<file path="src/hdl/glyph_text_renderer_defines.svh">
// Assertion macros for the glyph text renderer RTL.
// Included by the modules that carry concurrent checks; no other dependencies.
`ifndef GLYPH_TEXT_RENDERER_DEFINES_SVH
`define GLYPH_TEXT_RENDERER_DEFINES_SVH

`ifndef SYNTHESIS

// General property check, disabled while reset is low
`define GTR_ASSERT(label, clk, rstn, prop) \
    label: assert property (@(posedge clk) disable iff (!rstn) (prop)) \
        else $error("glyph_text_renderer: check failed");

// Implication check: cause now, effect on the next edge
`define GTR_ASSERT_NEXT(label, clk, rstn, cause, effect) \
    label: assert property (@(posedge clk) disable iff (!rstn) (cause) |=> (effect)) \
        else $error("glyph_text_renderer: sequence check failed");

`else

`define GTR_ASSERT(label, clk, rstn, prop)
`define GTR_ASSERT_NEXT(label, clk, rstn, cause, effect)

`endif

`endif

</file>
<file path="src/hdl/gtr_pkg.sv">
// Shared types and constants for the glyph text renderer.
// No dependencies; imported by every module of the block but gtr_ram.
`timescale 1ns / 1ps

package gtr_pkg;

    localparam int S_TDATA_W = 32;
    localparam int M_TDATA_W = 72;
    localparam int APB_AW    = 4;
    localparam int APB_DW    = 32;

    localparam logic [7:0]  NULL_CODE     = 8'd0;
    localparam logic [7:0]  NEWLINE_CODE  = 8'd10;
    localparam logic [15:0] CHAR_ADVANCE  = 16'd8;
    localparam logic        ACTION_LOAD   = 1'b0;

    localparam logic [15:0] LINE_PITCH_RST   = 16'd1024;
    localparam logic [15:0] SCREEN_WIDTH_RST = 16'd1024;
    localparam logic [7:0]  GLYPH_STRIDE_RST = 8'd16;
    localparam logic [31:0] TEXT_COLOUR_RST  = 32'hFFFF_FFFF;

    typedef enum logic [1:0] {
        REG_LINE_PITCH   = 2'd0,
        REG_SCREEN_WIDTH = 2'd1,
        REG_GLYPH_STRIDE = 2'd2,
        REG_TEXT_COLOUR  = 2'd3
    } reg_idx_t;

    typedef struct packed {
        logic [15:0] line_pitch;
        logic [15:0] screen_width;
        logic [7:0]  glyph_stride;
        logic [31:0] text_colour;
    } cfg_t;

    typedef struct packed {
        logic capture;
        logic decode;
        logic red_step;
        logic ram_write;
        logic rows_run;
        logic newline;
        logic advance;
    } cmd_t;

    typedef struct packed {
        logic is_load;
        logic is_null;
        logic is_newline;
        logic red_last;
        logic last_moved;
    } status_t;

endpackage

</file>
<file path="src/hdl/gtr_ctrl.sv">
// Sequencing state machine of the glyph text renderer.
// Depends on gtr_pkg for the command and status structs.
`timescale 1ns / 1ps

module gtr_ctrl (
    input  logic              aclk,
    input  logic              aresetn,
    input  logic              s_tvalid,
    output logic              s_tready,
    input  gtr_pkg::status_t  st,
    output gtr_pkg::cmd_t     cmd
);
    import gtr_pkg::*;

    typedef enum logic [5:0] {
        ST_IDLE    = 6'b000001,
        ST_DECODE  = 6'b000010,
        ST_REDUCE  = 6'b000100,
        ST_WRITE   = 6'b001000,
        ST_ROWS    = 6'b010000,
        ST_ADVANCE = 6'b100000
    } state_t;

    state_t state_reg;
    state_t state_next;

    assign s_tready = (state_reg == ST_IDLE);

    always_comb begin
        state_next = state_reg;
        cmd        = '0;
        case (state_reg)
            ST_IDLE: begin
                if (s_tvalid) begin
                    cmd.capture = 1'b1;
                    state_next  = ST_DECODE;
                end
            end
            ST_DECODE: begin
                cmd.decode = 1'b1;
                if (st.is_load) begin
                    state_next = ST_REDUCE;
                end else if (st.is_null) begin
                    state_next = ST_IDLE;
                end else if (st.is_newline) begin
                    cmd.newline = 1'b1;
                    state_next  = ST_IDLE;
                end else begin
                    state_next = ST_REDUCE;
                end
            end
            ST_REDUCE: begin
                cmd.red_step = 1'b1;
                if (st.red_last) begin
                    state_next = st.is_load ? ST_WRITE : ST_ROWS;
                end
            end
            ST_WRITE: begin
                cmd.ram_write = 1'b1;
                state_next    = ST_IDLE;
            end
            ST_ROWS: begin
                cmd.rows_run = 1'b1;
                if (st.last_moved) begin
                    state_next = ST_ADVANCE;
                end
            end
            ST_ADVANCE: begin
                cmd.advance = 1'b1;
                state_next  = ST_IDLE;
            end
            default: begin
                state_next = ST_IDLE;
            end
        endcase
    end

    always_ff @(posedge aclk) begin
        if (!aresetn) begin
            state_reg <= ST_IDLE;
        end else begin
            state_reg <= state_next;
        end
    end

endmodule

</file>
<file path="config.mk">
export PLATFORM = sky130hd
export DESIGN_NAME = gtr_ctrl
export DESIGN_NICKNAME = d
export VERILOG_FILES = /design/src/hdl/glyph_text_renderer_defines.svh /design/src/hdl/gtr_pkg.sv /design/src/hdl/gtr_ctrl.sv
export SDC_FILE = /design/constraint.sdc
export NUM_CORES = 1
export LEC_CHECK = 0
export ABC_CLOCK_PERIOD_IN_PS = 1600
export BUFFER_PORTS_ARGS = -buffer_cell sky130_fd_sc_hd__clkbuf_2
export CORE_AREA = 2 2 39 41
export CTS_CLUSTER_DIAMETER = 50
export CTS_CLUSTER_SIZE = 14
export DETAILED_ROUTE_END_ITERATION = 10
export DIE_AREA = 0 0 41 43
export PLACE_DENSITY = 0.51
export SLEW_MARGIN = 15
export SYNTH_ARGS = -nofsm -noshare
export SYNTH_HDL_FRONTEND = slang
export SYNTH_SLANG_ARGS = --single-unit
</file>
<file path="constraint.sdc">
create_clock -name aclk -period 1.6 [get_ports aclk]
set_input_delay 0 -clock aclk [delete_from_list [all_inputs] [get_ports aclk]]
set_output_delay 0 -clock aclk [all_outputs]
set_load 0.05 [all_outputs]
</file>
# --- Word level (Yosys, flattened, before mapping) ---
# Cells that the tools add are included.
op_classes:
  eq_ne: 9
  mux: 19
  n_reduce_logical: 1
op_table:
  columns: ["cell", "count"]
  rows:
  - ["$mux W6", 5]
  - ["$pmux W6 S4", 1]
  - ["$mux W1", 11]
  - ["$eq A6 B1 Y1 const B", 1]
  - ["$eq A6 B2 Y1 const B", 1]
  - ["$eq A6 B3 Y1 const B", 1]
  - ["$eq A6 B4 Y1 const B", 1]
  - ["$eq A6 B5 Y1 const B", 1]
  - ["$eq A6 B6 Y1 const B", 1]
  - ["$ne A2 B2 Y1 const B", 3]
  - ["$mux W5", 1]
  - ["$mux W3", 1]
  - ["$reduce_and A3 Y1", 1]
totals:
  register_bits: 6
  inputBits: 8

# --- Depth between registers and ports, before layout ---
# Gate-level depths: netlist of run 1.
depth:
  depth_word: 4
  ltp_mapped: 3
  ltp_nobuf: 3

# --- Worst setup path after synthesis of run 1 ---
# Ideal clock, no wire load.
synth_path:
  kind: "register to output"
  start: "register state_reg[1]"
  end: "output cmd[0] in the netlist's numbering"
  arrival_ns: 2.187
  required_ns: 1.600
  slack_ns: -0.587
  stages_incl_launch_ff: 3
  path_buffers: 0
  path_cell_list: "dfxtp_1 -> or4_2 -> nor3b_1"
synth_lines:
  columns: ["item", "line_no", "rtl"]
  rows:
  - ["from (decl)", "gtr_ctrl.sv:24", "state_t state_reg;"]
  - ["from (signal assigned)", "gtr_ctrl.sv:82", "state_reg <= state_next;"]
  - ["to (decl)", "gtr_ctrl.sv:11", "output gtr_pkg::cmd_t cmd"]

==> impl_metrics.py, run 1 <==
metrics = {
    "status": {
        "outcome": "complete, no violations",
    },
    "power": {
        "power_leakage_nw": 0.264,
        "vdd.ir_drop.worst_mv": 0.435,
        "powerDensity_mw_per_mm2": 946,
    },
    "routing": {
        "postRouteAntennaNets": 0,
        "wire_per_inst_um": 11.6,
        "vias_per_cell": 5.09,
        "drc_errors": 0,
        "num_vias": 407,
        "drtPass1Iterations": 4,
        "first_iter_violations": 10,
        "wl_um": 930,
    },
    "clocking": {
        "cts_setup_buffers": 0,
        "numCtsBuffers": 3,
        "clock_latency_ps": 250,
        "ctsRootBufferMaster": "clkbuf_4",
        "cts.path.max_buffers": 2,
        "clock-sinks": 6,
        "cts_tree": "built",
        "htree_levels": 1,
        "cts.clk_slew.worst_paths_ps": 50,
    },
    "finish": {
        "syn2layout_area_growth_pct": 60.5,
        "antennaDiodeCount": 0,
        "drive_above_1_share": 0.547,
        "largest_reg_flops": 6,
        "fin_cells": 80,
        "nNetsFinal": 74,
    },
    "worst_setup_path": {
        "critPathMaxStageDelay_ps": 580,
        "critical_path_required_ps": 1600,
        "crit_path_end_kind": "output port",
        "slowest_stage": "or4_4",
        "cp_max_fo": 5,
        "crit_type": "reg2out",
        "cp_cell_sequence": "or4_4 -> nor2_4 -> and2_4 -> buf_8",
        "cp.arrival_ps": 1560,
        "start_kind": "register",
    },
    "placement": {
        "place_congestion": 0.804,
        "dp.cells": 75,
        "dp_hpwl_um": 721,
        "portBuffers": 15,
        "place_ws_ps": 81.9,
    },
    "grt": {
        "grt_pass1_vias": 382,
        "grt_pass1_wl_mm": 1.60,
        "antenna_found_initial": 0,
        "gr-total-overflow": 0,
        "track_usage": 0.137,
        "grt_max_degree": 7,
    },
    "synth": {
        "yosysSeqAreaShare": 0.321,
        "ys_types": 27,
        "syn_avg_cell_area_sq_um": 8.91,
        "ys_ff_latch": 6,
        "netlist_top_cells_area": "dfxtp_1, nor3b_1, and4_1",
        "synth_nets": 50,
        "yosysTopAreaCellShare": 0.321,
        "yosysWarnings": 0,
        "synth_edf_count": 0,
        "async_flop_share": 0,
        "ys.flop_type": "dfxtp_1",
        "synthCells": 42,
        "synth.largest_area_cell": "dfxtp_1",
        "netlist_area_sq_um": 374,
    },
    "floorplanning": {
        "dieHeight_um": 43,
        "dieArea_sq_mm": 0.00176,
        "die_x_um": 41,
        "row_count": 14,
        "io_pins": 16,
        "core_sq_mm": 0.00138,
        "initial_utilization": 0.270,
    },
    "sta": {
        "final-setup-viol-count": 0,
        "setup_ws_ps": 39.9,
        "fmax_mhz": 641,
        "worst_pin_slew_ps": 354,
        "hold_ws_ps": 18.5,
        "hold_violations": 0,
        "fin_skew_ps": 7.46,
        "maxSlewHeadroom": 0.762,
        "drv_slew": 0,
        "rsz0062_at_grt": "yes",
        "fin_setup_tns_ps": 0,
        "period_share": 0.975,
        "min_period_ps": 1560,
    },
    "worst_hold_path": {
        "min_path_type": "in2reg",
    },
    "run": {
        "cap_violations": 0,
    },
}
through the flow:
stage | power [mW] | area (sq um) | utilization
after CTS | 0.563 | 587 | 0.424
after global placement | 0.396 | 504 | 0.364
after floorplan | 0.333 | 394 | -
after global routing | 0.609 | 601 | 0.434
after detailed placement | 0.396 | 504 | 0.364
final | 0.568 | 601 | 0.434
path summary, 6_finish.rpt:
path	depth (start not counted)	end	startpoint	slack, ps
min	2	state_reg[5]	st[0]	20
max reg2reg	3	state_reg[4]	state_reg[2]	110
min reg2reg	2	state_reg[2]	state_reg[1]	590
max	4	cmd[6]	state_reg[2]	40
layout make-up:
cell class / instances / area [sq um]
Inverter: 2 / 7.51
Tap cell: 16 / 20.0
Fill cell: 146 / 783
Sequential cell: 6 / 124
Multi-Input combinational cell: 33 / 269
Clock buffer: 3 / 22.5
Timing Repair Buffer: 20 / 158
repair_timing:
item                                   4_1_cts  5_1_grt
setup endpoints to repair                    4        5
hold buffers                                 2        0
endpoints found under the hold margin        1        0
gates resized for setup                     11        8
pin swaps                                    3        0
cloned                                       0        0
placed cells by master, fill, tap and decap left out:
cell,count
xor2_1,1
buf_2,1
nor4_1,1
and3_2,2
a31o_1,1
o2111ai_1,1
nand2b_1,1
nor4_2,1
dfxtp_1,3
a211oi_1,1
nor2_4,1
nand3b_1,2
nor3b_2,2
nand3_1,1
and3b_1,1
o21ai_0,1
clkbuf_8,2
or4_4,2
nor3b_1,2
a21boi_0,1
clkbuf_2,9
and2_4,1
nor2_1,3
o31ai_1,1
nor3b_4,1
nand2_1,2
clkbuf_4,4
buf_4,3
buf_8,2
dlygate4sd3_1,2
and2b_2,1
dfxtp_2,3
and4_1,2
inv_1,2
cell usage after synthesis (2+ instances only):
cell,instances
inv_1,2
dfxtp_1,6
nand2_1,2
nand3b_1,2
nor3b_1,4
and4_1,2
nor2_1,4
critical path, delay by kind of cell, from the launching register on:
family / cells / cell delay, ps
flops: 1 / 330
simple gates: 3 / 840
buf+inv: 1 / 140
cell families after synthesis:
group	after synthesis	synth area share
simple gates	26	0.495
compound gates	6	0.120
xor+xnor	1	0.0234
flops	6	0.321
buf+inv	3	0.0401
power by group:
group / leakage (nW) / switching [mW] / total [mW] / internal, mW
Clock: 0.0138 / 0.0562 / 0.141 / 0.0849
Sequential: 0.0503 / 0.0144 / 0.178 / 0.164
Combinational: 0.200 / 0.140 / 0.249 / 0.108
Total: 0.264 / 0.211 / 0.568 / 0.357
routing by layer:
metal | track usage | share of wire | vias to the layer above
li1 | - | - | 203
met1 | 0.161 | 0.43 | 194
met2 | 0.203 | 0.53 | 10
met3 | 0.0785 | 0.041 | 0
met4 | 0.0400 | 0 | 0
met5 | 0 | 0 | -
Power figures use the tool's default switching activity.
==> run 2: changes to the inputs <==
--- a/config.mk
+++ b/config.mk
@@ -8,11 +8,13 @@
 export ABC_CLOCK_PERIOD_IN_PS = 1600
 export BUFFER_PORTS_ARGS = -buffer_cell sky130_fd_sc_hd__clkbuf_2
 export CORE_AREA = 2 2 39 41
+export CTS_BUF_LIST = sky130_fd_sc_hd__clkbuf_4
 export CTS_CLUSTER_DIAMETER = 50
 export CTS_CLUSTER_SIZE = 14
 export DETAILED_ROUTE_END_ITERATION = 10
 export DIE_AREA = 0 0 41 43
 export PLACE_DENSITY = 0.51
+export RECOVER_POWER = 25
 export SLEW_MARGIN = 15
 export SYNTH_ARGS = -nofsm -noshare
 export SYNTH_HDL_FRONTEND = slang
==> run 2 against run 1 <==
Compared with the run above: global-route usage unchanged; final cell count unchanged; combinational power is essentially flat; critical path depth unchanged; highest routed layer unchanged.
==> impl_metrics.py, run 2 (synthesis results as in run 1) <==
metrics = {
    "power": {
        "swShare": 0.373,
        "p_clk_frac": 0.248,
        "intPower_uw": 357,
        "p_sw_uw": 212,
        "powerDensity_mw_per_mm2": 950,
        "total_power_uw": 569,
        "power_frac_comb": 0.439,
        "power_leakage_nw": 0.261,
        "vdd.ir_drop.worst_mv": 0.436,
        "seq_power_share": 0.313,
    },
    "routing": {
        "wl_um": 948,
        "wire_per_inst_um": 11.9,
        "vias_per_cell": 5.09,
        "num_vias": 407,
        "postRouteAntennaNets": 0,
        "drtPass1Iterations": 4,
        "drc_errors": 0,
        "first_iter_violations": 10,
    },
    "grt": {
        "grt_pass1_wl_mm": 1.60,
        "grt_pass1_vias": 382,
        "gr-total-overflow": 0,
        "antenna_found_initial": 0,
        "track_usage": 0.137,
        "grt_max_degree": 7,
    },
    "finish": {
        "layout_commonest_cell": "clkbuf_2",
        "largest_reg_flops": 6,
        "fin_util": 0.433,
        "design_area_sq_um": 599,
        "drive_above_1_share": 0.531,
        "mostFrequentLayoutCells": "clkbuf_2, clkbuf_4",
        "syn2layout_area_growth_pct": 60.2,
        "antennaDiodeCount": 0,
        "nNetsFinal": 74,
        "fillCellCount": 147,
    },
    "floorplanning": {
        "initial_utilization": 0.270,
        "core_sq_mm": 0.00138,
        "io_pins": 16,
        "dieHeight_um": 43,
        "dieArea_sq_mm": 0.00176,
        "row_count": 14,
        "die_x_um": 41,
    },
    "sta": {
        "fmax_mhz": 641,
        "hold_violations": 0,
        "maxSlewHeadroom": 0.758,
        "period_share": 0.975,
        "fin_skew_ps": 7.92,
        "setup_ws_ps": 39.6,
        "min_period_ps": 1560,
        "hold_ws_ps": 20.8,
        "worst_pin_slew_ps": 360,
        "rsz0062_at_grt": "yes",
        "final-setup-viol-count": 0,
        "drv_slew": 0,
    },
    "worst_setup_path": {
        "cp_max_fo": 5,
        "critical_path_required_ps": 1600,
        "endpoint": "cmd[6]",
        "worst_r2r_path_depth": 3,
        "rr_endpoint": "state_reg[4]",
        "crit_type": "reg2out",
        "crit_start": "state_reg[2]",
        "crit_path_end_kind": "output port",
        "start_kind": "register",
        "cp.arrival_ps": 1560,
        "r2r_setup_slack_ps": 110,
        "r2r_start": "state_reg[2]",
    },
    "clocking": {
        "ctsRootBufferMaster": "clkbuf_4",
        "cts_setup_buffers": 0,
        "cts.path.max_buffers": 2,
        "clock_latency_ps": 250,
        "cts.clk_slew.worst_paths_ps": 50,
        "clock-sinks": 6,
        "htree_levels": 1,
        "numCtsBuffers": 3,
        "cts_tree": "built",
    },
    "placement": {
        "place_congestion": 0.804,
        "place_area_sq_um": 504,
        "dp_hpwl_um": 721,
        "portBuffers": 15,
        "place_ws_ps": 81.9,
    },
    "worst_hold_path": {
        "min_path_type": "in2reg",
    },
    "run": {
        "cap_violations": 0,
    },
    "status": {
        "outcome": "complete, no violations",
    },
}
run 2: cell counts in the layout (fill, tap and decap cells not counted):
Identical to the previous run, type by type.
run 2: per-stage QoR:
stage	TNS (ps)	std cells
finish	0	80
global route	-47.9	80
CTS	0	80
detailed placement	0	75
global placement	0	75
floorplan	-220	42
run 2: worst min path at each step:
stage / slack [ps] / endpoint / cells after the start / from
floorplan: 130 / state_reg[3] / 2 / st[4]
global placement: 250 / state_reg[3] / 3 / st[1]
detailed placement: 260 / state_reg[3] / 3 / st[1]
CTS: 10 / state_reg[5] / 2 / st[0]
global route: 20 / state_reg[5] / 2 / st[0]
finish: 20 / state_reg[5] / 2 / st[0]
run 2: critical path, cell delays in order (launching register included):
cell	delay, ps
dfxtp_2	330
or4_4	580
nor2_4	110
and2_4	150
buf_8	140
run 2: power by group through the flow:
stage	logic [mW]	registers, mW	clock network [mW]
2_1_floorplan	0.151	0.183	0
3_3_place_gp	0.217	0.179	0
3_5_place_dp	0.217	0.179	0
4_1_cts	0.236	0.178	0.150
5_1_grt	0.267	0.181	0.161
6_report	0.250	0.178	0.141
run 2: repair_timing:
item,CTS,global route
resized for setup,11,8
hold endpoints to repair,1,0
hold buffers,2,0
setup endpoints to repair,4,5
pin swaps,3,0
run 2: layout make-up:
| class | count | area [sq um] | area share |
|---|---|---|---|
| clock buffers | 3 | 22.5 | 0.0376 |
| inverters | 2 | 7.51 | 0.0125 |
| multi-input cells | 33 | 269 | 0.449 |
| flip-flops and latches | 6 | 124 | 0.207 |
| well taps | 16 | 20.0 | 0.0334 |
| repair buffers | 20 | 156 | 0.261 |
run 2: metal layers:
metal,up-vias,routed length [um],GRT usage
met4,0,0,0.0400
met3,0,41,0.0785
li1,206,-,-
met5,-,0,0
met1,190,410,0.161
met2,11,496,0.203
