===== src/hdl/glyph_text_renderer_defines.svh =====
// Assertion macros for the glyph text renderer RTL.
// Included by the modules that carry concurrent checks; no other dependencies.
`ifndef GLYPH_TEXT_RENDERER_DEFINES_SVH
`define GLYPH_TEXT_RENDERER_DEFINES_SVH

`ifndef SYNTHESIS

// General property check, disabled while reset is low
`define GTR_ASSERT(label, clk, rstn, prop) \
    label: assert property (@(posedge clk) disable iff (!rstn) (prop)) \
        else $error("glyph_text_renderer: check failed");

// Implication check: cause now, effect on the next edge
`define GTR_ASSERT_NEXT(label, clk, rstn, cause, effect) \
    label: assert property (@(posedge clk) disable iff (!rstn) (cause) |=> (effect)) \
        else $error("glyph_text_renderer: sequence check failed");

`else

`define GTR_ASSERT(label, clk, rstn, prop)
`define GTR_ASSERT_NEXT(label, clk, rstn, cause, effect)

`endif

`endif


===== src/hdl/gtr_pkg.sv =====
// Shared types and constants for the glyph text renderer.
// No dependencies; imported by every module of the block but gtr_ram.
`timescale 1ns / 1ps

package gtr_pkg;

    localparam int S_TDATA_W = 32;
    localparam int M_TDATA_W = 72;
    localparam int APB_AW    = 4;
    localparam int APB_DW    = 32;

    localparam logic [7:0]  NULL_CODE     = 8'd0;
    localparam logic [7:0]  NEWLINE_CODE  = 8'd10;
    localparam logic [15:0] CHAR_ADVANCE  = 16'd8;
    localparam logic        ACTION_LOAD   = 1'b0;

    localparam logic [15:0] LINE_PITCH_RST   = 16'd1024;
    localparam logic [15:0] SCREEN_WIDTH_RST = 16'd1024;
    localparam logic [7:0]  GLYPH_STRIDE_RST = 8'd16;
    localparam logic [31:0] TEXT_COLOUR_RST  = 32'hFFFF_FFFF;

    typedef enum logic [1:0] {
        REG_LINE_PITCH   = 2'd0,
        REG_SCREEN_WIDTH = 2'd1,
        REG_GLYPH_STRIDE = 2'd2,
        REG_TEXT_COLOUR  = 2'd3
    } reg_idx_t;

    typedef struct packed {
        logic [15:0] line_pitch;
        logic [15:0] screen_width;
        logic [7:0]  glyph_stride;
        logic [31:0] text_colour;
    } cfg_t;

    typedef struct packed {
        logic capture;
        logic decode;
        logic red_step;
        logic ram_write;
        logic rows_run;
        logic newline;
        logic advance;
    } cmd_t;

    typedef struct packed {
        logic is_load;
        logic is_null;
        logic is_newline;
        logic red_last;
        logic last_moved;
    } status_t;

endpackage


===== src/hdl/gtr_dpath.sv =====
// Datapath of the glyph text renderer: cursor, address reduction, row
// offsets, read pipeline and output register. Depends on gtr_pkg and the
// assertion macros in glyph_text_renderer_defines.svh.
`timescale 1ns / 1ps
`include "glyph_text_renderer_defines.svh"

module gtr_dpath #(
    parameter int GLYPH_STORE_DEPTH = 4096,
    parameter int GLYPH_ROWS        = 16,
    localparam int AW = (GLYPH_STORE_DEPTH > 1) ? $clog2(GLYPH_STORE_DEPTH) : 1
) (
    input  logic                           aclk,
    input  logic                           aresetn,
    input  gtr_pkg::cfg_t                  cfg,
    input  gtr_pkg::cmd_t                  cmd,
    output gtr_pkg::status_t               st,
    input  logic [gtr_pkg::S_TDATA_W-1:0]  s_tdata,
    input  logic                           s_tuser,
    output logic                           m_tvalid,
    input  logic                           m_tready,
    output logic [gtr_pkg::M_TDATA_W-1:0]  m_tdata,
    output logic                           m_tlast,
    output logic                           ram_we,
    output logic [AW-1:0]                  ram_waddr,
    output logic [7:0]                     ram_wdata,
    output logic                           ram_re,
    output logic [AW-1:0]                  ram_raddr,
    input  logic [7:0]                     ram_rdata
);
    import gtr_pkg::*;

    // Reduction modulo the store depth in two steps: the quotient of the
    // 16-bit address by reciprocal multiplication, then subtract q * depth.
    localparam int RED_STEPS = 2;
    localparam int RED_K     = RED_STEPS - 1;
    localparam int RKW       = (RED_STEPS > 1) ? $clog2(RED_STEPS) : 1;
    localparam int CW        = $clog2(GLYPH_ROWS + 1);
    localparam int RSH       = 16 + AW;
    localparam int QW        = 33 - RSH;
    localparam logic [32:0] RMUL =
        33'(((64'd1 << RSH) + 64'(GLYPH_STORE_DEPTH) - 64'd1) / 64'(GLYPH_STORE_DEPTH));

    logic          act_reg;
    logic [7:0]    code_reg;
    logic [11:0]   sidx_reg;
    logic [7:0]    sbyte_reg;

    logic [15:0]   red_val_reg, red_val_next;
    logic [RKW-1:0] red_k_reg, red_k_next;
    logic [QW-1:0] quo_reg, quo_next;
    logic [31:0]   off_reg, off_next;
    logic [CW-1:0] issue_cnt_reg, issue_cnt_next;
    logic          rd_valid_reg, rd_valid_next;
    logic [31:0]   pend_off_reg;
    logic          pend_last_reg;
    logic          m_valid_reg, m_valid_next;
    logic [31:0]   m_off_reg;
    logic [7:0]    m_mask_reg;
    logic [31:0]   m_colour_reg;
    logic          m_last_reg;
    logic [15:0]   cursor_x_reg, cursor_x_next;
    logic [15:0]   cursor_y_reg, cursor_y_next;

    logic [15:0]   glyph_base;
    logic [31:0]   row0_base;
    logic [32:0]   quo_prod;
    logic [15:0]   quo_back;
    logic          first_step;
    logic          out_free;
    logic          move;
    logic          issue;
    logic          all_issued;
    logic [16:0]   next_x;
    logic          wrap;

    assign glyph_base = {8'd0, code_reg} * {8'd0, cfg.glyph_stride};
    assign row0_base  = {16'd0, cursor_y_reg} * {16'd0, cfg.line_pitch};
    assign quo_prod   = {17'd0, red_val_reg} * RMUL;
    assign quo_back   = 16'(quo_reg) * 16'(GLYPH_STORE_DEPTH);
    assign first_step = (red_k_reg == RKW'(RED_K));

    assign out_free   = !m_valid_reg || m_tready;
    assign move       = rd_valid_reg && out_free;
    assign all_issued = (issue_cnt_reg == CW'(GLYPH_ROWS));
    assign issue      = cmd.rows_run && !all_issued && (!rd_valid_reg || move);

    assign next_x = {1'b0, cursor_x_reg} + {1'b0, CHAR_ADVANCE};
    assign wrap   = (next_x + {1'b0, CHAR_ADVANCE}) > {1'b0, cfg.screen_width};

    assign st.is_load    = (act_reg == ACTION_LOAD);
    assign st.is_null    = (code_reg == NULL_CODE);
    assign st.is_newline = (code_reg == NEWLINE_CODE);
    assign st.red_last   = (red_k_reg == '0);
    assign st.last_moved = move && pend_last_reg;

    // Capture the input word
    always_ff @(posedge aclk) begin
        if (cmd.capture) begin
            code_reg  <= s_tdata[7:0];
            sidx_reg  <= s_tdata[19:8];
            sbyte_reg <= s_tdata[27:20];
            act_reg   <= s_tuser;
        end
    end

    always_comb begin
        red_val_next   = red_val_reg;
        red_k_next     = red_k_reg;
        quo_next       = quo_reg;
        off_next       = off_reg;
        issue_cnt_next = issue_cnt_reg;
        if (cmd.decode) begin
            red_val_next   = st.is_load ? {4'd0, sidx_reg} : glyph_base;
            red_k_next     = RKW'(RED_K);
            off_next       = row0_base;
            issue_cnt_next = '0;
        end else if (cmd.red_step) begin
            if (first_step) begin
                quo_next = quo_prod[32:RSH];
                off_next = off_reg + {16'd0, cursor_x_reg};
            end else begin
                red_val_next = red_val_reg - quo_back;
            end
            if (!st.red_last) begin
                red_k_next = red_k_reg - RKW'(1);
            end
        end else if (issue) begin
            red_val_next = (red_val_reg == 16'(GLYPH_STORE_DEPTH - 1)) ?
                           16'd0 : red_val_reg + 16'd1;
            off_next       = off_reg + {16'd0, cfg.line_pitch};
            issue_cnt_next = issue_cnt_reg + CW'(1);
        end
    end

    always_comb begin
        rd_valid_next = rd_valid_reg;
        if (issue) begin
            rd_valid_next = 1'b1;
        end else if (move) begin
            rd_valid_next = 1'b0;
        end
        m_valid_next = m_valid_reg;
        if (move) begin
            m_valid_next = 1'b1;
        end else if (m_tready) begin
            m_valid_next = 1'b0;
        end
    end

    always_comb begin
        cursor_x_next = cursor_x_reg;
        cursor_y_next = cursor_y_reg;
        if (cmd.newline || (cmd.advance && wrap)) begin
            cursor_x_next = 16'd0;
            cursor_y_next = cursor_y_reg + 16'(GLYPH_ROWS);
        end else if (cmd.advance) begin
            cursor_x_next = next_x[15:0];
        end
    end

    always_ff @(posedge aclk) begin
        if (!aresetn) begin
            red_k_reg     <= '0;
            issue_cnt_reg <= '0;
            rd_valid_reg  <= 1'b0;
            m_valid_reg   <= 1'b0;
            cursor_x_reg  <= 16'd0;
            cursor_y_reg  <= 16'd0;
        end else begin
            red_k_reg     <= red_k_next;
            issue_cnt_reg <= issue_cnt_next;
            rd_valid_reg  <= rd_valid_next;
            m_valid_reg   <= m_valid_next;
            cursor_x_reg  <= cursor_x_next;
            cursor_y_reg  <= cursor_y_next;
        end
    end

    // Payload registers: reduction value, offsets, pending row, output word
    always_ff @(posedge aclk) begin
        red_val_reg <= red_val_next;
        quo_reg     <= quo_next;
        off_reg     <= off_next;
        if (issue) begin
            pend_off_reg  <= off_reg;
            pend_last_reg <= (issue_cnt_reg == CW'(GLYPH_ROWS - 1));
        end
        if (move) begin
            m_off_reg    <= pend_off_reg;
            m_mask_reg   <= ram_rdata;
            m_colour_reg <= cfg.text_colour;
            m_last_reg   <= pend_last_reg;
        end
    end

    assign ram_we    = cmd.ram_write;
    assign ram_waddr = red_val_reg[AW-1:0];
    assign ram_wdata = sbyte_reg;
    assign ram_re    = issue;
    assign ram_raddr = red_val_reg[AW-1:0];

    assign m_tvalid = m_valid_reg;
    assign m_tdata  = {m_colour_reg, m_mask_reg, m_off_reg};
    assign m_tlast  = m_last_reg;

    `GTR_ASSERT(a_addr_in_range, aclk, aresetn, cmd.rows_run |-> (17'(red_val_reg) < 17'(GLYPH_STORE_DEPTH)))
    `GTR_ASSERT_NEXT(a_last_lands, aclk, aresetn, st.last_moved, m_valid_reg && m_last_reg)
    `GTR_ASSERT_NEXT(a_pending_held, aclk, aresetn, rd_valid_reg && !out_free, rd_valid_reg)
    `GTR_ASSERT(a_line_step_homes_x, aclk, aresetn, !$stable(cursor_y_reg) |-> (cursor_x_reg == 16'd0))

endmodule


===== config.mk =====
export PLATFORM = sky130hd
export DESIGN_NAME = gtr_dpath
export DESIGN_NICKNAME = d
export VERILOG_FILES = /design/src/hdl/gtr_pkg.sv /design/src/hdl/gtr_dpath.sv
export VERILOG_INCLUDE_DIRS = /design/src /design/src/hdl
export SDC_FILE = /design/constraint.sdc
export NUM_CORES = 1
export LEC_CHECK = 0
export BUFFER_PORTS_ARGS = -buffer_cell sky130_fd_sc_hd__buf_2
export CAP_MARGIN = 20
export CORE_MARGIN = 2
export CORE_UTILIZATION = 55
export DETAILED_ROUTE_END_ITERATION = 8
export PLACE_DENSITY = 0.75
export SYNTH_ARGS = -nofsm -noshare
export SYNTH_HDL_FRONTEND = slang
export SYNTH_SLANG_ARGS = --single-unit

===== constraint.sdc =====
create_clock -name aclk -period 7.6 [get_ports aclk]
set_clock_uncertainty 0.15 [all_clocks]
set_input_delay 1.14 -clock aclk [delete_from_list [all_inputs] [get_ports aclk]]
set_output_delay 1.14 -clock aclk [all_outputs]
set_load 0.01 [all_outputs]

Word level (Yosys, flattened, before mapping)
Index checks and enable logic that the tools add are counted.
{ "totals": {"regBits": 227, "latchBits": 0, "ram_bits": 0, "rom_bits": 0, "in_bits": 123, "out_inout_bits": 113, "wordCells": 81, "mem_count": 0} }
{ "op_classes": {"n_addsub": 9, "mul": 2, "n_div": 0, "magnitude_cmp": 1, "n_eq_ne": 6, "n_shift": 0, "mux": 17, "n_bitwise": 5, "n_reduce_logical": 22} }
{ "op_table": {"columns": ["op", "count"], "rows": [
  ["2-to-1 mux 32 bit", 4],
  ["2-to-1 mux 16 bit", 6],
  ["adder 32 x 16 -> 32 bit", 2],
  ["multiplier 16 x 16 -> 32 bit", 1],
  ["adder 16 x 4 -> 17 bit (second input constant)", 1],
  ["adder 17 x 4 -> 17 bit (second input constant)", 1],
  ["> comparator 17 x 16 -> 1 bit", 1],
  ["adder 16 x 1 -> 16 bit (second input constant)", 1],
  ["adder 16 x 5 -> 16 bit (second input constant)", 1],
  ["== test 16 x 12 -> 1 bit (second input constant)", 1],
  ["multiplier 8 x 8 -> 16 bit", 1],
  ["subtractor 16 bit", 1],
  ["== test 8 x 4 -> 1 bit (second input constant)", 1],
  ["logical NOT 8 bit", 1],
  ["2-to-1 mux 1 bit", 7],
  ["AND reduction 2 bit", 3],
  ["nonzero test 2 bit", 3],
  ["adder 5 x 1 -> 5 bit (second input constant)", 1],
  ["== test 5 x 4 -> 1 bit (second input constant)", 1],
  ["== test 5 bit (second input constant)", 1],
  ["logical AND 1 bit", 5],
  ["inverter 1 bit", 5],
  ["OR reduction 2 bit", 2],
  ["logical NOT 1 bit", 3],
  ["6 further kinds", 8]
]} }

Depth between registers and ports, before layout
{ "logic_depth": {"word_depth": 8, "ltp_mapped": 23} }

Worst setup path after synthesis
Ideal clock, no wire load.
{ "synth_timing": {"path_type": "input to register", "start": "in cfg[62] (netlist bit)", "end": "reg off_reg[29] (data pin)", "setup_ns": 0.158, "arrival_time_ns": 6.566, "required_time_ns": 7.292, "setup_slack_ns": 0.726, "path_stages": 22, "path_buffers": 1, "path_cell_list": "clkbuf_1 and2_1 fa_1 inv_1 fa_1 inv_1 fa_1 inv_1 fa_1 inv_1 fa_1 inv_1 fa_1 inv_1 ha_1 nand3_1 o211ai_1 a22oi_1 o21a_1 o311a_1 or4_1 o211ai_1"} }
{ "synth_between": {"elab_chain_cells": 4} }
{ "synth_lines": {"columns": ["element", "line_no", "source"], "rows": [
  ["start: declaration", "gtr_dpath.sv:14", "input gtr_pkg::cfg_t cfg,"],
  ["branches (longest 3 deep; another with multiplier 16 x 16 -> 32 bit)", null, null],
  ["2-to-1 mux 32 bit (*)", "gtr_dpath.sv:112", "if (cmd.decode) begin"],
  ["net off_next[29]", "gtr_dpath.sv:51", "logic [31:0] off_reg, off_next;"],
  ["end signal: assignment", "gtr_dpath.sv:183", "off_reg <= off_next;"],
  ["end: declaration", "gtr_dpath.sv:51", null]
]} }
Mark *: on every way through the listed nets, which the timed path passes. The select of a mux whose other input is x is not followed.
A chain may end at the register's enable or synchronous reset.

Worst setup path in the final report
Same ends and word-level chain as after synthesis.

==> flow_metrics.env <==
export IMPL_drt_iter0_markers=972
export IMPL_routedWlPerCell_um=17.7
export IMPL_cts_hold_buf=0
export IMPL_cts_tree="built"
export IMPL_core_area_mm2=0.0356
export IMPL_dp_hpwl_um=35500
export IMPL_antennaDiodeCount=0
export IMPL_synth_compound_area_share_pct=9.53
export IMPL_avgSynthCellArea_um2=10.0
export IMPL_synth_flop_cell="edfxtp_1"
export IMPL_maxSlewViolCount=0
export IMPL_grt_overflow=0
export IMPL_synth_top_cell_by_area="edfxtp_1"
export IMPL_fill_cells=2970
export IMPL_async_flop_share_pct=0
export IMPL_rows=69
export IMPL_yosys_top_cells_area="edfxtp_1 28%, fa_1 18%, ha_1 12%, inv_1 5.3%, and2_1 4.2%"
export IMPL_crit_path_end="off_reg[29]$_DFFE_PP_"
export IMPL_vias_per_cell=5.70
export IMPL_antenna_left=0
export IMPL_synthTopCellsByCount="280 x inv_1, 215 x nand2_1, 189 x ha_1"
export IMPL_path_clk_slew_ps=60
export IMPL_timing_critical_path_from="cfg[62]"
export IMPL_place_congestion=0.892
export IMPL_end_kind="flip-flop"
export IMPL_synth_top_family_by_area="adder cells"
export IMPL_netlist_instances=1984
export IMPL_wl_um=46600
export IMPL_synth_fa_ha_area_share_pct=29.7
export IMPL_areaGrowthSynthToFinish_pct=10.9
export IMPL_ff2ff_setup_slack_ps=930
export IMPL_yosys_area_top_type_share_pct=28.2
export IMPL_htree_num_levels=1
export IMPL_die_h_um=194
export IMPL_place_ws_ps=290
export IMPL_power_mw=3.90
export IMPL_fin_tns_setup_ps=0
export IMPL_synth_xor_area_share_pct=4.66
export IMPL_status="complete, no violations"
export IMPL_worst_slack_ps=845
export IMPL_period_minus_slack_ps=6760
export IMPL_finalHoldViolCount=0
export IMPL_vdd_drop_max_mv=0.178
export IMPL_die_area_mm2=0.0377
export IMPL_start_kind="primary input"
export IMPL_clk_latency_ps=540
export IMPL_yosys_register_bits=220
export IMPL_grt_pass1_wl_um=77700
export IMPL_synth_edf_count=187
export IMPL_grt_max_degree=74
export IMPL_cts_resized=0
export IMPL_yosys_warnings=0
export IMPL_post_cts_setup_buffers=0
export IMPL_critical_path_required_ps=7840
export IMPL_rsz0062_at_grt="false"
export IMPL_cts_max_path_buffers=3
export IMPL_synth_most_common_cell="inv_1"
export IMPL_port_buffers=229
export IMPL_final_cell_area_mm2=0.0221
export IMPL_maxCapViolCount=0
export IMPL_netlist_area_mm2=0.0199
export IMPL_p_per_area_mw_per_mm2=177
export IMPL_root_buffer="clkbuf_16"
export IMPL_leakage_nw=10.1
export IMPL_cp_arrival_ps=6990
export IMPL_synth_simple_area_share_pct=15.4
export IMPL_reg2reg_from="cursor_y_reg[8]$_SDFFE_PN0P_"
export IMPL_grt_pass1_vias=15600
export IMPL_track_usage_pct=25.1
export IMPL_drc=0
export IMPL_synth_area_mux_share_pct=1.38
export IMPL_nets=2641
export IMPL_crit_fanout=13
export IMPL_die_x_um=194
export IMPL_setup_viol=0
export IMPL_worstSetupPathType="in2reg"
export IMPL_slew_headroom_pct=34.4
export IMPL_cts_buffers=25
export IMPL_ys_seq_area_share_pct=31.5
export IMPL_ioPinCount=236
export IMPL_numClockSinks=220
export IMPL_syn_num_nets=2473
export IMPL_drtPass1Iterations=5
export IMPL_fmax_mhz=148
export IMPL_start_util_pct=56.0
export IMPL_placed_area_mm2=0.0213
export IMPL_min_period_over_period_pct=88.9
export IMPL_via_count=15000
export IMPL_drive_above_1_share_pct=14.6
export IMPL_antenna_found_initial=1
export IMPL_tightest_slew_ps=984
export IMPL_reg2regPathDepth=18
export IMPL_worst_hold_path_type="reg2reg"
export IMPL_synth_cell_types=85
export IMPL_critical_path_reg2reg_endpoint="off_reg[31]$_DFFE_PP_"
logic make-up (layout without fill, tap and decap cells):
kind of cell | after synthesis | in the layout
AND/OR/NAND/NOR | 607 | 607
buffers and inverters | 386 | 573
adder cells (fa/ha/maj) | 366 | 366
AO/OA/AOI/OAI | 273 | 273
flip-flops | 220 | 220
XOR/XNOR | 105 | 105
multiplexers | 27 | 27
critical path, stage by stage:
cell and delay, ps:
buf_2 190, and2_1 210, fa_1 530, inv_1 50, fa_1 520, inv_1 50
fa_1 500, inv_1 50, fa_1 470, inv_1 60, fa_1 540, inv_1 60
fa_1 540, inv_1 40, ha_1 370, nand3_1 110, o211ai_1 210, a22oi_1 190
o21a_1 320, o311a_1 330, or4_1 400, o211ai_1 90
power by group:
| part | internal, mW | switching (mW) | total [mW] | leakage [nW] |
|---|---|---|---|---|
| Sequential | 1.46 | 0.113 | 1.57 | 2.11 |
| Clock | 0.690 | 0.508 | 1.20 | 0.410 |
| Combinational | 0.492 | 0.641 | 1.13 | 7.55 |
final cells by class:
| type | instances | area (um^2) | share of cell area [%] |
|---|---|---|---|
| multi-input combinational | 1378 | 12100 | 54.7 |
| clock buffer | 29 | 651 | 2.95 |
| clock inverter | 17 | 161 | 0.731 |
| tap | 461 | 577 | 2.61 |
| inverter | 281 | 1050 | 4.78 |
| sequential | 220 | 6280 | 28.4 |
| timing repair buffer | 246 | 1270 | 5.77 |
how the worst min path moves through the flow:
stage	slack [ps]	start	endpoint	cells past startpoint
after floorplan	250	pend_off_reg[0]$_DFFE_PP_	m_off_reg[0]$_DFFE_PP_	0
after global placement	250	pend_off_reg[9]$_DFFE_PP_	m_off_reg[9]$_DFFE_PP_	0
after detailed placement	250	pend_off_reg[5]$_DFFE_PP_	m_off_reg[5]$_DFFE_PP_	0
after CTS	270	pend_off_reg[5]$_DFFE_PP_	m_off_reg[5]$_DFFE_PP_	0
after global routing	270	pend_off_reg[18]$_DFFE_PP_	m_off_reg[18]$_DFFE_PP_	0
final	260	pend_off_reg[11]$_DFFE_PP_	m_off_reg[11]$_DFFE_PP_	0
per-stage QoR:
step,hold slack [ps],utilization [%],cells
2_1_floorplan,250,-,1984
3_3_place_gp,254,59.8,2585
3_5_place_dp,255,59.8,2585
4_1_cts,269,62.0,2631
5_1_grt,274,62.1,2632
6_report,263,62.1,2632
placed cells by master (no fill, tap or decap), types with 11 or more instances in the layout:
cell type	count
nand2b_1	16
buf_4	17
a21oi_1	58
o211ai_1	14
and3_1	20
nand2_1	215
a21o_1	14
fa_1	177
nand3_1	41
o22ai_1	14
a211oi_1	13
edfxtp_1	187
o21a_1	19
nor3_1	31
clkbuf_16	25
and2_1	133
inv_1	280
or3_1	12
o21bai_1	11
nand4_1	23
ha_1	189
xor2_1	42
buf_2	229
xnor2_1	62
dfxtp_1	33
o21ai_0	36
a31oi_1	11
mux2i_1	24
o21ai_1	18
nor2_1	70
metal layers:
layer	vias up	wire (um)	GRT usage (%)
li1	6984	-	-
met1	7398	20200	34.1
met2	533	22100	42.0
met3	91	2950	3.18
met4	2	1350	7.91
met5	-	10	0
Power figures use the tool's default switching activity.
