==> config.mk <==
export PLATFORM = sky130hd
export DESIGN_NAME = gtr_regs
export DESIGN_NICKNAME = d
export VERILOG_FILES = /design/src/hdl/glyph_text_renderer_defines.svh /design/src/hdl/gtr_pkg.sv /design/src/hdl/gtr_regs.sv
export SDC_FILE = /design/constraint.sdc
export NUM_CORES = 1
export LEC_CHECK = 0
export BUFFER_PORTS_ARGS = -buffer_cell sky130_fd_sc_hd__buf_2
export CORE_MARGIN = 3
export CORE_UTILIZATION = 51
export CTS_CLUSTER_DIAMETER = 100
export DETAILED_ROUTE_END_ITERATION = 8
export PLACE_DENSITY = 0.81
export SLEW_MARGIN = 20
export SYNTH_ARGS = -nofsm -noshare
export SYNTH_HDL_FRONTEND = slang
export SYNTH_SLANG_ARGS = --single-unit
==> constraint.sdc <==
create_clock -name aclk -period 2.3 [get_ports aclk]
set_clock_uncertainty 0.2 [all_clocks]
set_input_delay 0.23 -clock aclk [delete_from_list [all_inputs] [get_ports aclk]]
set_output_delay 0.23 -clock aclk [all_outputs]
set_load 0.005 [all_outputs]
==> src/hdl/glyph_text_renderer_defines.svh <==
// Assertion macros for the glyph text renderer RTL.
// Included by the modules that carry concurrent checks; no other dependencies.
`ifndef GLYPH_TEXT_RENDERER_DEFINES_SVH
`define GLYPH_TEXT_RENDERER_DEFINES_SVH

`ifndef SYNTHESIS

// General property check, disabled while reset is low
`define GTR_ASSERT(label, clk, rstn, prop) \
    label: assert property (@(posedge clk) disable iff (!rstn) (prop)) \
        else $error("glyph_text_renderer: check failed");

// Implication check: cause now, effect on the next edge
`define GTR_ASSERT_NEXT(label, clk, rstn, cause, effect) \
    label: assert property (@(posedge clk) disable iff (!rstn) (cause) |=> (effect)) \
        else $error("glyph_text_renderer: sequence check failed");

`else

`define GTR_ASSERT(label, clk, rstn, prop)
`define GTR_ASSERT_NEXT(label, clk, rstn, cause, effect)

`endif

`endif

==> src/hdl/gtr_pkg.sv <==
// Shared types and constants for the glyph text renderer.
// No dependencies; imported by every module of the block but gtr_ram.
`timescale 1ns / 1ps

package gtr_pkg;

    localparam int S_TDATA_W = 32;
    localparam int M_TDATA_W = 72;
    localparam int APB_AW    = 4;
    localparam int APB_DW    = 32;

    localparam logic [7:0]  NULL_CODE     = 8'd0;
    localparam logic [7:0]  NEWLINE_CODE  = 8'd10;
    localparam logic [15:0] CHAR_ADVANCE  = 16'd8;
    localparam logic        ACTION_LOAD   = 1'b0;

    localparam logic [15:0] LINE_PITCH_RST   = 16'd1024;
    localparam logic [15:0] SCREEN_WIDTH_RST = 16'd1024;
    localparam logic [7:0]  GLYPH_STRIDE_RST = 8'd16;
    localparam logic [31:0] TEXT_COLOUR_RST  = 32'hFFFF_FFFF;

    typedef enum logic [1:0] {
        REG_LINE_PITCH   = 2'd0,
        REG_SCREEN_WIDTH = 2'd1,
        REG_GLYPH_STRIDE = 2'd2,
        REG_TEXT_COLOUR  = 2'd3
    } reg_idx_t;

    typedef struct packed {
        logic [15:0] line_pitch;
        logic [15:0] screen_width;
        logic [7:0]  glyph_stride;
        logic [31:0] text_colour;
    } cfg_t;

    typedef struct packed {
        logic capture;
        logic decode;
        logic red_step;
        logic ram_write;
        logic rows_run;
        logic newline;
        logic advance;
    } cmd_t;

    typedef struct packed {
        logic is_load;
        logic is_null;
        logic is_newline;
        logic red_last;
        logic last_moved;
    } status_t;

endpackage

==> src/hdl/gtr_regs.sv <==
// APB configuration registers of the glyph text renderer.
// Depends on gtr_pkg for the register map and the configuration struct.
`timescale 1ns / 1ps

module gtr_regs (
    input  logic                        aclk,
    input  logic                        aresetn,
    input  logic                        psel,
    input  logic                        penable,
    input  logic                        pwrite,
    input  logic [gtr_pkg::APB_AW-1:0]  paddr,
    input  logic [gtr_pkg::APB_DW-1:0]  pwdata,
    output logic [gtr_pkg::APB_DW-1:0]  prdata,
    output logic                        pready,
    output gtr_pkg::cfg_t               cfg
);
    import gtr_pkg::*;

    cfg_t     cfg_reg;
    cfg_t     cfg_next;
    reg_idx_t idx;
    logic     wr_en;

    assign pready = 1'b1;
    assign idx    = reg_idx_t'(paddr[3:2]);
    assign wr_en  = psel && penable && pwrite && pready;

    always_comb begin
        cfg_next = cfg_reg;
        if (wr_en) begin
            case (idx)
                REG_LINE_PITCH:   cfg_next.line_pitch   = pwdata[15:0];
                REG_SCREEN_WIDTH: cfg_next.screen_width = pwdata[15:0];
                REG_GLYPH_STRIDE: cfg_next.glyph_stride = pwdata[7:0];
                REG_TEXT_COLOUR:  cfg_next.text_colour  = pwdata;
                default:          cfg_next = cfg_reg;
            endcase
        end
    end

    always_ff @(posedge aclk) begin
        if (!aresetn) begin
            cfg_reg.line_pitch   <= LINE_PITCH_RST;
            cfg_reg.screen_width <= SCREEN_WIDTH_RST;
            cfg_reg.glyph_stride <= GLYPH_STRIDE_RST;
            cfg_reg.text_colour  <= TEXT_COLOUR_RST;
        end else begin
            cfg_reg <= cfg_next;
        end
    end

    always_comb begin
        case (idx)
            REG_LINE_PITCH:   prdata = {16'd0, cfg_reg.line_pitch};
            REG_SCREEN_WIDTH: prdata = {16'd0, cfg_reg.screen_width};
            REG_GLYPH_STRIDE: prdata = {24'd0, cfg_reg.glyph_stride};
            REG_TEXT_COLOUR:  prdata = cfg_reg.text_colour;
            default:          prdata = '0;
        endcase
    end

    assign cfg = cfg_reg;

endmodule

# Word level (Yosys, flattened, before mapping)
# Cells that the tools add are included.
[word_totals]
regBits = 72
in_bits = 41
[op_classes]
reduce_logical = 7
n_mux = 1
eq_ne = 3
[ops]
columns = ["cell", "n"]
rows = [
  ["32-bit one-hot mux with 4 select lines", 1],
  ["2-bit AND reduction", 4],
  ["2-bit == test, second input constant", 2],
  ["2-bit by 1-bit == test with 1-bit output, second input constant", 1],
  ["1-bit logical AND", 2],
  ["2-bit zero test", 1],
]

# Longest topological paths before layout
# Gate-level depths: netlist of run 1.
[logic_depth]
depth_word = 3
ltp_mapped = 5
ltp_nobuf = 3

# Least setup slack after synthesis of run 1
# Ideal clock, no wire load.
[synth_path]
path_type = "in2out"
start = "in paddr[2] (netlist name)"
end = "out prdata[17] (netlist name)"
path_buffers = 3
path_slack_ns = 0.963
t_required_ns = 1.870
stages = 4
t_arrival_ns = 0.907
cell_sequence = "buf_6 > buf_6 > clkbuf_1 > and3_1"
[synth_via]
elab_chain_cells = 2
word_cells_on_any_way = 5
[synth_rtl]
columns = ["element", "line_no", "source"]
rows = [
  ["start: declaration", "gtr_regs.sv:11", "input logic [gtr_pkg::APB_AW-1:0] paddr,"],
  ["2-bit == test (tied with other cells)", "gtr_regs.sv:53", "case (idx)"],
  ["32-bit one-hot mux with 4 select lines (*)", "gtr_regs.sv:53", ""],
  ["end: declaration", "gtr_regs.sv:13", "output logic [gtr_pkg::APB_DW-1:0] prdata,"],
]
# Every way passes the cells marked *; elsewhere a longest branch is shown, timed or not.

# Final worst setup path of run 1
[layout_path]
start = "in paddr[3] (netlist name)"
end = "out prdata[2] (netlist name)"
# Same word-level chain as after synthesis.

==> impl_summary.md, run 1 <==
Outcome
The flow ran to the end, and the final reports show no timing, DRC or antenna violations.

STA
Measured against its own limit, the worst slew margin works out to between 50% and 60%. Once routing completed, OpenROAD measured the worst setup slack at 0.4067 ns. The count of pins over their slew limit is 0. The setup-violating endpoint count in the final report is 0. Setup repair after global routing left no endpoint under its margin.

The number of failing hold endpoints at the final stage is 0. The post-route fraction of the period consumed by the critical path is 82.32%. The worst path needs 1.893 ns of the cycle, external delays included.

Adding up every negative setup slack in the final design gives 0 ns. For the pin with the worst max-slew slack, the measured transition is between 0.7 and 0.8 ns. The timing-limited maximum frequency is 528.2 MHz.

Clocking
For the worst-skew pair, the clock arrives at the later sink with an insertion delay of 0.33 ns. The H-tree was split into 3 levels. TritonCTS created 9 clock buffers. The cell at the root of the clock tree is clkbuf_8. TritonCTS built the clock tree.

In this run the deepest clock path goes through 2 buffers. The post-cts repair resize count is 0. The post-CTS clock slew at the launch and capture registers of the worst setup and hold paths is 0.06 ns. Clock tree synthesis found a total of 72 sinks.

Hold path
The class of the most critical hold timing path is input port to flop. The worst hold path was traced through 3 stages.

Synthesis
Ranked by total cell area, the synthesized netlist is headed by dfxtp_1 (44%), mux2i_1 (14%), o211ai_1 (7.5%). The number of enable flip-flop cells after synthesis is 0. The average size of a mapped cell is 9.256 sq um. Counting instances in the post-synthesis netlist gives the leading cell types as dfxtp_1 (72), nand2_1 (60), mux2i_1 (46). The number of distinct standard cells referenced by the synthesized netlist is 27. The sequential element share of the synthesized area is 43.62%. Summed over its instances, the top area cell type makes up between 40% and 50% of the synthesized netlist area. After synthesis the netlist holds a flip-flop and latch count of 72. In this run the cell area of the synthesized design comes to 3304 sq um.

For this run, asynchronously set or reset flops after synthesis account for 0%. By instance count, the leading cell after synthesis is dfxtp_1. The Yosys step of the flow raised 0 warnings. The count of mapped cells out of synthesis is 357. The net count after synthesis is 398. The cell accounting for the most synthesized area is dfxtp_1. In the synthesized netlist the dominant register cell turns out to be dfxtp_1.

Worst setup path
The endpoint type of the worst setup path is an output port. Data on the critical path is required at its endpoint by 1.87 ns. The depth of the most critical reg-to-reg path is 2.

Along the worst path, the maximum fanout reaches 21. The worst path arrival time is 1.46 ns. Setup slack on the worst reg-to-reg path comes out at 1.39 ns. The worst setup path is of the input port to output port kind. STA classifies the critical path startpoint as an input port.

Placement
The worst slack after detailed placement is between 0.4 and 0.5 ns. The placed cell count is 552. The placed instances occupy a cell area of about 4000 sq um. The congestion estimate from routability-driven global placement came to 0.7556. The count of input and output buffers is 142. Detailed placement finished with a half-perimeter wire length of 6.266 mm.

Layout
The filler cell count is 465. The final standard cell area without fillers is 4509 sq um. The number of antenna diodes in the final layout is 0. The net total in the final layout is between 500 and 600. The share of post-route cells with drive strength above 1 is about a third.

The number of standard cells in the final layout excluding fillers is roughly 600. The area growth from synthesis to layout is 36.46%. The register with the most flip-flops in the layout has 72 of them.

Power
The total power per unit cell area is 577.9 nW/um^2. The overall power is between 2 and 3 mW. VDD sags by at most 0.3442 mV.

The leakage power total is 2.193 nW.

Detailed routing
The pre-antenna-repair detailed-routing pass consisted of 4 iterations. The overall via count from detail_route is around 3.3k. The via count normalized by instance count is 5.455. Dividing the detail-routed wire length by the instance count gives roughly 16 um.

The detail route stage leaves a number of antenna-violating nets equal to 0. The DRC violation count after routing is 0. The wire length after detailed routing is 9.582 mm. The number of DRC violations after detailed-routing iteration 0 is between 150 and 200.

Global route
Global routing used 26.21% of the available tracks. For this run the aggregate overflow at the end of global routing stands at 0. The number of global-route vias before repair is approximately 3.1k. Entering global routing, the biggest net connects 89 pins. The number of antenna violations at the first check in global routing is 0. The first global-routing pass estimated roughly 15 mm of wire.

Floorplan
The top-level port count is about 150. Measured along the y axis, the die boundary spans 86.50 um. The initial utilization of the core area, before any placement, comes to 54.21%.

The number of core rows is 28. The die is 86.50 um wide. The total area inside the core boundary comes to 6096 sq um. The die covers 7481 sq um.

Flow run
Max-cap violations in this run came to 0.
## final timing paths
| path | end | from |
|---|---|---|
| worst max-delay path | prdata[2] | paddr[3] |
| worst min register to register | cfg[49] | cfg[49] |
| worst min-delay path | cfg[5] | pwdata[5] |
| worst max register to register | cfg[69] | cfg[69] |
## report_power, final
group | switching [mW] | internal [mW]
sequential | 0.0162 | 1.27
combinational | 0.167 | 0.161
clock | 0.436 | 0.558
## timing repair
item / in CTS / in global routing
hold endpoints to repair: 48 / 0
setup buffers: 0 / 0
hold buffers: 30 / 0
## stage by stage
stage          utilization [%]  hold WS, ns
5_1_grt                  73.97      0.02040
4_1_cts                  73.97     0.004469
6_report                 73.97     0.009311
2_1_floorplan                -       0.1915
3_5_place_dp             65.78       0.2675
3_3_place_gp             65.78       0.2547
## kinds of logic after synthesis
| family | Yosys count | share of synthesized area, % |
|---|---|---|
| flip-flops | 72 | 43.62 |
| other | 1 | 0.1135 |
| buffers and inverters | 66 | 9.731 |
| AND/OR/NAND/NOR | 88 | 12.95 |
| multiplexers | 54 | 19.39 |
| AO/OA/AOI/OAI | 76 | 14.20 |
## per-layer routing
| layer | global-route usage, % | part of all wire, % | vias up |
|---|---|---|---|
| li1 | - | - | 1548 |
| met1 | 32.14 | 40 | 1548 |
| met2 | 44.23 | 51 | 143 |
| met3 | 5.798 | 6.8 | 23 |
| met4 | 11.19 | 2.3 | 0 |
| met5 | 0 | 0 | - |
## layout by cell type, fill, tap and decap left out
cell type      count
mux2i_1           46
o311ai_0           1
dlygate4sd3_1     30
conb_1             1
or2_1              1
buf_2            142
clkinv_2           2
clkbuf_8          11
and2_1             1
nor3_4             1
or3_1              1
nor3b_2            1
inv_1             32
or3b_1             1
dfxtp_1           72
nand3_2            1
nand2b_1           1
and3_1            16
o21ai_0           41
nor2b_1            2
nand2_1           60
mux4_2             8
bufinv_16          1
nor2_4             1
o31ai_1            1
buf_12             1
clkbuf_1           2
buf_4             11
o211ai_1          33
nand2_2            1
## layout make-up
cell class                 count  area, sq um  share of cell area (%)
timing repair buffer         184         1114                   24.69
tap                           75        93.84                   2.081
inverter                      32        120.1                   2.664
multi-input combinational    219         1541                   34.18
clock buffer                  13        158.9                   3.524
sequential                    72         1441                   31.96
clock inverter                 3        40.04                  0.8879
## critical path: stages
cell and delay, ns:
buf_2 0.43, buf_4 0.33, mux4_2 0.33, buf_2 0.14
(Power assumes the default switching activity.)
==> run 2, diff against run 1 <==
--- a/config.mk
+++ b/config.mk
@@ -5,12 +5,13 @@
 export SDC_FILE = /design/constraint.sdc
 export NUM_CORES = 1
 export LEC_CHECK = 0
+export ABC_AREA = 1
 export BUFFER_PORTS_ARGS = -buffer_cell sky130_fd_sc_hd__buf_2
 export CORE_MARGIN = 3
-export CORE_UTILIZATION = 51
+export CORE_UTILIZATION = 42
 export CTS_CLUSTER_DIAMETER = 100
 export DETAILED_ROUTE_END_ITERATION = 8
-export PLACE_DENSITY = 0.81
+export PLACE_DENSITY = 0.71
 export SLEW_MARGIN = 20
 export SYNTH_ARGS = -nofsm -noshare
 export SYNTH_HDL_FRONTEND = slang
==> constraint.sdc (replaced) <==
create_clock -name aclk -period 1.5 [get_ports aclk]
set_clock_uncertainty 0.2 [all_clocks]
set_input_delay 0.15 -clock aclk [delete_from_list [all_inputs] [get_ports aclk]]
set_output_delay 0.15 -clock aclk [all_outputs]
set_load 0.005 [all_outputs]
==> run 2 against run 1 <==
Against the previous run: sequential power up 55%; hold slack improved by 0.038 ns; die area up 18%; register-to-register slack got worse by 0.71 ns; clock power grew 93%; power up 71%; via count is 13% higher; clock-buffer cell count shrank 2; combinational power increased by 67%; non-clock buffer count is 9 higher; first-iteration DRC count increased by 14%; critical path type unchanged; critical endpoint is now prdata[15]; largest power group unchanged; highest routed layer unchanged.
==> impl_summary.md, run 2 <==
Global route
The total routing usage reported by global routing is around 23%. The global-route track usage on met3 is 6.330%. The largest net degree at the start of global routing is 73. The global-route track usage on met1 is 27.89%. The first global-routing pass estimated between 15 and 20 mm of wire. The layer carrying the most global-route usage is met2.

The number of antenna violations at the first check in global routing is 0. The fraction of met2 tracks used by global routing is 38.73%. The number of global-route vias before repair is 3521.

Summed over all layers, the global routing overflow is 0.

Worst setup path
The number of buffers and inverters on the critical path is 4. The cell seen most often among critical-path stages is buf_2. STA classifies the critical path startpoint as an input port.

The peak fanout along the critical path is 19. The worst setup path is of the input port to output port kind. The critical path goes through buf_2 > inv_2 > nor2_2 > buf_4 > nand2_1 > nand3_1 > buf_2.

The gate family responsible for the most delay along the worst path is buffers and inverters. STA classifies the critical path endpoint as an output port. For the worst setup path, the data arrival time is a little over 1 ns. On the critical path, the stage with the largest delay is an instance of buf_4. The endpoint required time on the critical path is around 1.2 ns. In this design, the stage delay of the slowest critical-path cell is 0.26 ns.

Layout
The share of post-route cells with drive strength above 1 is 28.38%. The top cell types in the final layout, fill and taps aside, are nand2_1 (164), buf_2 (142), nor2_1 (90), nand3_1 (80), dfxtp_1 (72). 0 antenna diodes ended up in the layout. The register with the most flip-flops in the layout has 72 of them. After filler insertion, the fill cell instance count of the layout stands at 698. The most common library cell in the layout ignoring fill and taps is nand2_1.

Summing all flip-flop and latch instances after layout gives 1441 sq um. The net total in the final layout is 709. The layout overhead on the synthesized area is 44.68%. The area of the multi-input gates is approximately 1500 sq um.

Synthesis
The mapped netlist covers 3243 sq um. The synthesized design spends more area on one cell type than any other, namely dfxtp_1. By count the netlist is led by nand2_1 (164), nor2_1 (93), nand3_1 (80). The fraction of registers with async set/reset is 0%. Sorting the synthesized cells by area gives the leading types as dfxtp_1 (44%), nand2_1 (19%), nand3_1 (12%).

Of the synthesized area, sequential elements account for ~44%. Summing the areas of all xor and xnor instances in the mapped netlist gives 0% of the synthesized area. Yosys mapped a number of flops with a built-in enable equal to 0. The net count after synthesis is around 540. The synthesized design devotes to its leading area cell type 44.44% of total area. The largest family of logic cells by synthesized area is simple AND/OR/NAND/NOR gates. In the synthesized netlist the dominant register cell turns out to be dfxtp_1.

After synthesis, the mean cell area works out to 6.565 sq um. The multiplexer area fraction after synthesis is 0%. Of the total synthesized cell area, the portion taken by AND, OR, NAND and NOR gates is 45.91%. Yosys mapped the design onto 20 distinct sky130hd cell types. Synthesis inferred 72 register bits. The adder-cell share of the synthesized area is 0%.

Yosys instantiated no cell more often than nand2_1. Synthesis produced a netlist whose cell count is 494. The Yosys step of the flow raised 0 warnings. The synthesized netlist devotes less than 1% of its cell area to compound gates.

STA
Setup repair after global routing left no endpoint under its margin. The setup-violating endpoint count in the final report is 0. The number of failing hold endpoints at the final stage is 0. Setup slack on the critical path of the routed design comes to 0.1212 ns.

Summed over all failing endpoints, the final setup total negative slack is 0 ns. The count of pins over their slew limit is 0. The timing-limited maximum frequency is 725.2 MHz. The final critical delay including setup and external delays is 1.379 ns. After layout, the worst path uses 91.92% of the clock period.

Clocking
The CTS tree is built. Clock-pin slew was measured on the worst setup and hold paths at 0.07 ns. The number of clock sinks is 72. The number of hold buffers added after CTS was 32. The cell at the root of the clock tree is clkbuf_8. After clock tree synthesis, the setup repair step added 0 buffers. The clock reaches the later pin of the worst-skew pair after 0.35 ns. The clock passes through at most 2 buffers. Once the clock tree was built, the resizer swapped 0 gates to a different size. The number of H-tree levels is 3. Clock tree synthesis inserted a total of 9 buffers.

Floorplan
The initial core utilization is 44.01%. The die boundary height is 93.88 um. The die covers 8813 sq um. The top-level port count is 146.

The horizontal extent of the die is 93.88 um. The core area is 7370 sq um. Row generation in the floorplan step produced 31 rows.

Hold path
The class of the most critical hold timing path is input port to flop.

Flow run
The number of maximum-capacitance violations is 0.

Outcome
The flow ran to the end, and the final reports show no timing, DRC or antenna violations.

Detailed routing
After detailed routing, the number of remaining DRC violations is 0. The via count normalized by instance count is 4.781. After detailed routing, the average wire length per cell comes to approximately 13 um.

The detail route stage leaves a number of antenna-violating nets equal to 0. The number of iterations in the first detailed-routing pass is 4. The final layout contains routed wiring with a total length of 9.877 mm. Across all layers, the routed design uses between 3k and 4k vias. After the first detailed-routing iteration, the DRC count stood at between 150 and 200.

Placement
The sum of net half-perimeters after detailed placement is between 6 and 7 mm. Port buffering added 142 buffers. Before CTS, the worst setup slack after placement is 0.09606 ns.

The congestion estimate from routability-driven global placement came to roughly 0.80.

Power
In this run, the clock network consumes between 40% and 50% of the power. The worst-case IR drop observed on VDD is ~0.6 mV. Power spread over the standard cell area amounts to 949.4 nW/um^2. Combinational logic burns roughly an eighth of the power.

The internal power consumption is 3.401 mW. The net switching power figure is 1.054 mW. In this run the static leakage power is 2.528 nW.

The sequential share of power is 44.6%. The net switching fraction of the power is 23.65%.
==> run 2: cell types whose count changed in the layout (fill, tap and decap cells not counted), moves of 8 or more <==
cell      delta
o21ai_0     -38
mux2i_1     -46
nand3_1     +80
and3_1      -16
nand4_1      +8
nand2_1    +104
o211ai_1    -33
mux4_2       -8
nor2_1      +90
==> run 2: cell type report <==
cell class,instances,share of cell area [%]
Clock inverter,5,2.187
Clock buffer,11,3.227
Tap cell,99,2.640
Sequential cell,72,30.72
Timing Repair Buffer,193,26.08
Inverter,35,2.853
Multi-Input combinational cell,357,32.29
==> run 2: per-stage QoR <==
stage               hold slack, ns  util (%)  instance area (sq um)  total power, mW  std cells
floorplan                  0.07614         -                   3243            2.278        494
global placement            0.1625     55.87                   4118            2.503        724
detailed placement          0.1663     55.87                   4118            2.512        724
CTS                        0.03400     63.67                   4692            4.490        772
global route               0.06282     63.67                   4692            4.640        772
finish                     0.04707     63.67                   4692            4.455        772
==> run 2: path summary, 6_finish.rpt <==
kind	startpoint	end	slack, ns	cells after the start
max reg2reg	cfg[36]	cfg[36]	0.68	2
min reg2reg	cfg[0]	cfg[0]	0.28	2
max	paddr[2]	prdata[15]	0.12	7
min	paddr[3]	cfg[36]	0.05	4
==> run 2: tightest hold or removal path, cell delays in order <==
cell     delay (ns)
buf_2          0.15
nand2_1        0.10
o21ai_0        0.09
nand3_1        0.07
==> run 2: cell families (layout without fill, tap and decap cells) <==
group | Yosys count | in the layout
AOI/OAI and AO/OA | 3 | 3
buffers and inverters | 65 | 244
DFF | 72 | 72
other | 1 | 1
and+or+nand+nor | 353 | 353
==> run 2: metal layers <==
metal,routed length (um),vias up
li1,-,1881
met2,4829,140
met1,4142,1658
met4,140,0
met5,0,-
met3,765,12
==> run 2: power by group through the flow <==
stage               registers, mW  logic (mW)  clock network [mW]
CTS                          1.98       0.548                1.96
floorplan                    2.03       0.249                   0
detailed placement           2.03       0.482                   0
global route                 1.99       0.614                2.04
finish                       1.98       0.549                1.92
global placement             2.03       0.475                   0
